File: config.mk
export PLATFORM = sky130hd
export DESIGN_NAME = hufdec_ctrl
export DESIGN_NICKNAME = d
export VERILOG_FILES = /design/src/hw/rtl/hufdec_pkg.sv /design/src/hw/rtl/hufdec_ctrl.sv
export SDC_FILE = /design/constraint.sdc
export NUM_CORES = 1
export LEC_CHECK = 0
export ABC_AREA = 1
export BUFFER_PORTS_ARGS = -buffer_cell sky130_fd_sc_hd__clkbuf_2
export CAP_MARGIN = 25
export CORE_AREA = 2 2 39 41
export CTS_BUF_LIST = sky130_fd_sc_hd__clkbuf_8 sky130_fd_sc_hd__clkbuf_16
export CTS_CLUSTER_DIAMETER = 80
export DETAILED_ROUTE_END_ITERATION = 10
export DIE_AREA = 0 0 41 43
export PLACE_DENSITY = 0.52
export SLEW_MARGIN = 0
export SYNTH_ARGS = -nofsm -noshare
export SYNTH_HDL_FRONTEND = slang
export SYNTH_SLANG_ARGS = --single-unit
File: constraint.sdc
create_clock -name clk -period 0.9 [get_ports clk]
set_input_delay 0.09 -clock clk [delete_from_list [all_inputs] [get_ports clk]]
set_output_delay 0.09 -clock clk [all_outputs]
set_load 0.02 [all_outputs]
File: src/hw/rtl/hufdec_pkg.sv
package hufdec_pkg;

  // node table geometry
  localparam int unsigned MAX_NODES = 512;
  localparam int unsigned IDX_W     = $clog2(MAX_NODES);
  localparam int unsigned SYM_W     = 8;
  localparam int unsigned NBITS_W   = 4;
  localparam int unsigned BYTE_BITS = 8;

  // input tdata layout, lowest bit first
  localparam int unsigned IN_DATA_W = 48;
  localparam int unsigned CFG_ADDR_W = 3;

  // item kinds carried on in_tuser
  localparam logic FUNC_LOAD   = 1'b0;
  localparam logic FUNC_DECODE = 1'b1;

  // one node entry: left child, right child, leaf flag, symbol
  typedef struct packed {
    logic [IDX_W-1:0] left;
    logic [IDX_W-1:0] right;
    logic             leaf;
    logic [SYM_W-1:0] symbol;
  } node_t;

  typedef enum logic [2:0] {
    ST_IDLE,
    ST_RUN,
    ST_WAIT_CUR,
    ST_CHECK,
    ST_FLUSH
  } state_t;

  // controller to datapath
  typedef struct packed {
    logic load;        // write one node entry
    logic start;       // latch a code byte
    logic rd_cur;      // read the entry at the walk position
    logic take_cur;    // capture that entry as current node
    logic rd_child;    // read the child chosen by the next bit
    logic step;        // retire one bit
    logic push_last;   // hand over the held symbol as last of run
  } cmd_t;

  // datapath to controller
  typedef struct packed {
    logic bits_zero;
    logic cur_ok;
    logic pend_ok;
    logic out_free;
    logic is_leaf;
  } sts_t;

endpackage

File: src/hw/rtl/hufdec_ctrl.sv
module hufdec_ctrl (
  input  logic                clk,
  input  logic                rst_n,
  input  logic                in_tvalid,
  input  logic                in_tuser,
  output logic                in_tready,
  input  hufdec_pkg::sts_t    sts,
  output hufdec_pkg::cmd_t    cmd
);

  hufdec_pkg::state_t state_r;
  hufdec_pkg::state_t state_nxt;
  logic               accept;

  // state register
  always_ff @(posedge clk) begin
    if (!rst_n) begin
      state_r <= hufdec_pkg::ST_IDLE;
    end else begin
      state_r <= state_nxt;
    end
  end

  assign in_tready = (state_r == hufdec_pkg::ST_IDLE);
  assign accept    = in_tvalid && in_tready;

  // next state and commands
  always_comb begin
    state_nxt = state_r;
    cmd       = '0;
    unique case (state_r)
      hufdec_pkg::ST_IDLE: begin
        if (accept) begin
          if (in_tuser == hufdec_pkg::FUNC_LOAD) begin
            cmd.load = 1'b1;
          end else begin
            cmd.start = 1'b1;
            state_nxt = hufdec_pkg::ST_RUN;
          end
        end
      end
      hufdec_pkg::ST_RUN: begin
        if (sts.bits_zero) begin
          state_nxt = sts.pend_ok ? hufdec_pkg::ST_FLUSH : hufdec_pkg::ST_IDLE;
        end else if (!sts.cur_ok) begin
          cmd.rd_cur = 1'b1;
          state_nxt  = hufdec_pkg::ST_WAIT_CUR;
        end else begin
          cmd.rd_child = 1'b1;
          state_nxt    = hufdec_pkg::ST_CHECK;
        end
      end
      hufdec_pkg::ST_WAIT_CUR: begin
        cmd.take_cur = 1'b1;
        state_nxt    = hufdec_pkg::ST_RUN;
      end
      hufdec_pkg::ST_CHECK: begin
        // a new symbol pushes out the held one, which needs a free output
        if (!(sts.is_leaf && sts.pend_ok && !sts.out_free)) begin
          cmd.step  = 1'b1;
          state_nxt = hufdec_pkg::ST_RUN;
        end
      end
      hufdec_pkg::ST_FLUSH: begin
        if (sts.out_free) begin
          cmd.push_last = 1'b1;
          state_nxt     = hufdec_pkg::ST_IDLE;
        end
      end
      default: begin
        state_nxt = hufdec_pkg::ST_IDLE;
      end
    endcase
  end

endmodule

==> metrics.cfg <==
[synthesis]
synth_top_family_by_area=simple AND/OR/NAND/NOR gates
yosysWarnings=0
yosys.area.top_type=dfxtp_1
netlist_area_um2=217.7
yosys_register_bits=3
synthMuxAreaShare=0
yosysSeqAreaShare=0.2759
synth_cells=38
synth_top_area_share=0.2759
synthAdderAreaFrac=0
synth-xor-area-share=0
synth_cell_types=13
avgSynthCellArea_um2=5.729
syn_nets=47
synth_area_leaders=dfxtp_1 28%, nand2_1 16%, nor2_1 12%, a21oi_1 6.9%, nand3_1 6.9%
synth-simple-area-share=0.5287
synth-compound-area-share=0.09195

[worst_setup_path]
critPathMaxFanout=3
slowest_stage=dfxtp_4
cp-start-kind=flop
cp_data_arrival_time_ps=1160
required_ps=810
crit_type=reg -> out
max_stage_delay_ps=350
crit_chain=buf_12 > nor2_4 > nand2_4 > inv_4 > nand2_4 > nor2_4 > buf_8
worst_setup_path_end_kind=output port

[detailed_routing]
avgViaCountPerCell=4.337
drtIter0Drc=4
ant_nets=0
drt_wl_total_um=854
num_vias=360
wl_per_cell_um=10.29
drc=0
firstDrtPassIters=3

[timing]
fin_crit_ps=1250
final.period_utilization=1.389
maxSlewHeadroom=0.8740
whs_ps=136.5
fin_tns_setup_ps=-2551
finalWorstSetupSlack_ps=-350.5
fmaxAchievable_mhz=799.7
fin_skew_ps=0.8810
setup_viol=11
worstMarginPinSlew_ps=187.6
drv_slew=0
grt_setup_unrepaired=yes
finalHoldViolations=0

[die]
dieArea_um2=1763
coreArea_um2=1384
die_x_um=41
boundaryPins=17
start_util=0.1573
die_y_um=43
rows=14

[global_routing]
antenna_found_initial=0
grt_pass1_wl_um=1255
gr-total-overflow=0
grt_start_max_net_pins=8
grt_usage=0.1052
grt_pass1_vias=332

[power_and_ir_drop]
total_power_mw=0.8411
p_leak_nw=0.2746
ir_worst_vdd_mv=0.6321
p_int_mw=0.5824
p_switching_mw=0.2588
clkPwrFrac=0.453
p_sw_frac=0.3076
combPwrFrac=0.361
seqPwrFrac=0.186
power_density_nw_per_um2=1326

[final_layout]
layout_common_cells=9 x buf_4, 8 x clkbuf_2, 5 x nand2_1
largestRegisters=state_r x3
nNetsFinal=77
largest_reg_flops=3
final_util=0.4584
drive_above_1_share=0.7761
layout_commonest_cell=buf_4
syn2layout_area_growth_pct=191.4
diodes=0
largest_register=state_r

[placement]
place_congestion=0.6589
dp_hpwl_um=592.2
place.port_buffers=16

[hold_path]
hold_class=in -> reg

[status]
violations=negative setup slack
status=finished, violations left

[clock_network]
clock_sinks=3
cts_made_buffers=3
clockBufferDepth=2
cts_root_buffer=clkbuf_8
htree_levels=1
clk_pin_slew_worst_paths_ps=30
clk_latency_ps=220
hold_buffers=0
cts_tree=done

[flow_run]
maxCapViolCount=0

-- metrics by stage --
step	cells	worst slack, ps	cell area (µm²)
3_3_place_gp	74	-140.1	432.9
5_1_grt	83	-393.3	634.4
2_1_floorplan	38	-48.29	302.8
6_report	83	-350.5	634.4
3_5_place_dp	74	-166.2	432.9
4_1_cts	82	-381.5	560.5
-- cell usage after synthesis --
library cell	number
nand2_1	9
nor2_1	7
a21oi_1	3
dfxtp_1	3
inv_1	3
inv_2	3
nand3_1	3
nor4_1	2
nand4_1	1
nor2_2	1
nor3_1	1
nor3_2	1
o21ai_0	1
-- critical path: cells and delay by family (launching register included) --
| kind | cells | cell delay, ps |
|---|---|---|
| buf+inv | 3 | 290 |
| flops | 1 | 350 |
| simple gates | 4 | 290 |
-- metal layers --
metal | global-route usage | vias up | wire length [µm]
li1 | - | 183 | -
met1 | 0.1214 | 164 | 298
met2 | 0.1625 | 11 | 481
met3 | 0.04712 | 2 | 61
met4 | 0.04000 | 0 | 12
met5 | 0 | - | 0
-- repair_timing --
item,4_1_cts,5_1_grt
buffers inserted,5,1
pin swaps,9,7
setup endpoints to repair,11,11
resized for setup,12,23
-- worst paths after layout --
check / startpoint / to / slack, ps / cells after the start
worst max register to register: state_r[1]$_SDFFE_PN0P_ / state_r[0]$_SDFFE_PN0P_ / -160 / 5
worst min register to register: state_r[2]$_SDFFE_PN0P_ / state_r[0]$_SDFFE_PN0P_ / 690 / 3
worst max-delay path: state_r[0]$_SDFFE_PN0P_ / cmd[6] / -350 / 7
worst min-delay path: rst_n / state_r[1]$_SDFFE_PN0P_ / 140 / 3
-- cells by family (layout without fill, tap and decap cells) --
kind of cell,after synthesis,count (layout)
flip-flops,3,3
buffers and inverters,6,35
AO/OA/AOI/OAI,4,4
AND/OR/NAND/NOR,25,25
-- cell type report --
cell class | instances | area, µm²
timing repair buffer | 25 | 210.2
sequential | 3 | 71.32
clock inverter | 1 | 3.754
clock buffer | 3 | 41.29
tap | 16 | 20.02
multi-input combinational | 29 | 260.3
fill | 139 | 749.5
inverter | 6 | 27.53
-- power by group through the flow --
stage	combinational, mW	clock, mW	sequential (mW)
3_3_place_gp	0.185	0	0.163
2_1_floorplan	0.118	0	0.162
4_1_cts	0.249	0.389	0.155
5_1_grt	0.324	0.400	0.158
6_report	0.304	0.381	0.156
3_5_place_dp	0.188	0	0.163
Power figures use the tool's default switching activity.
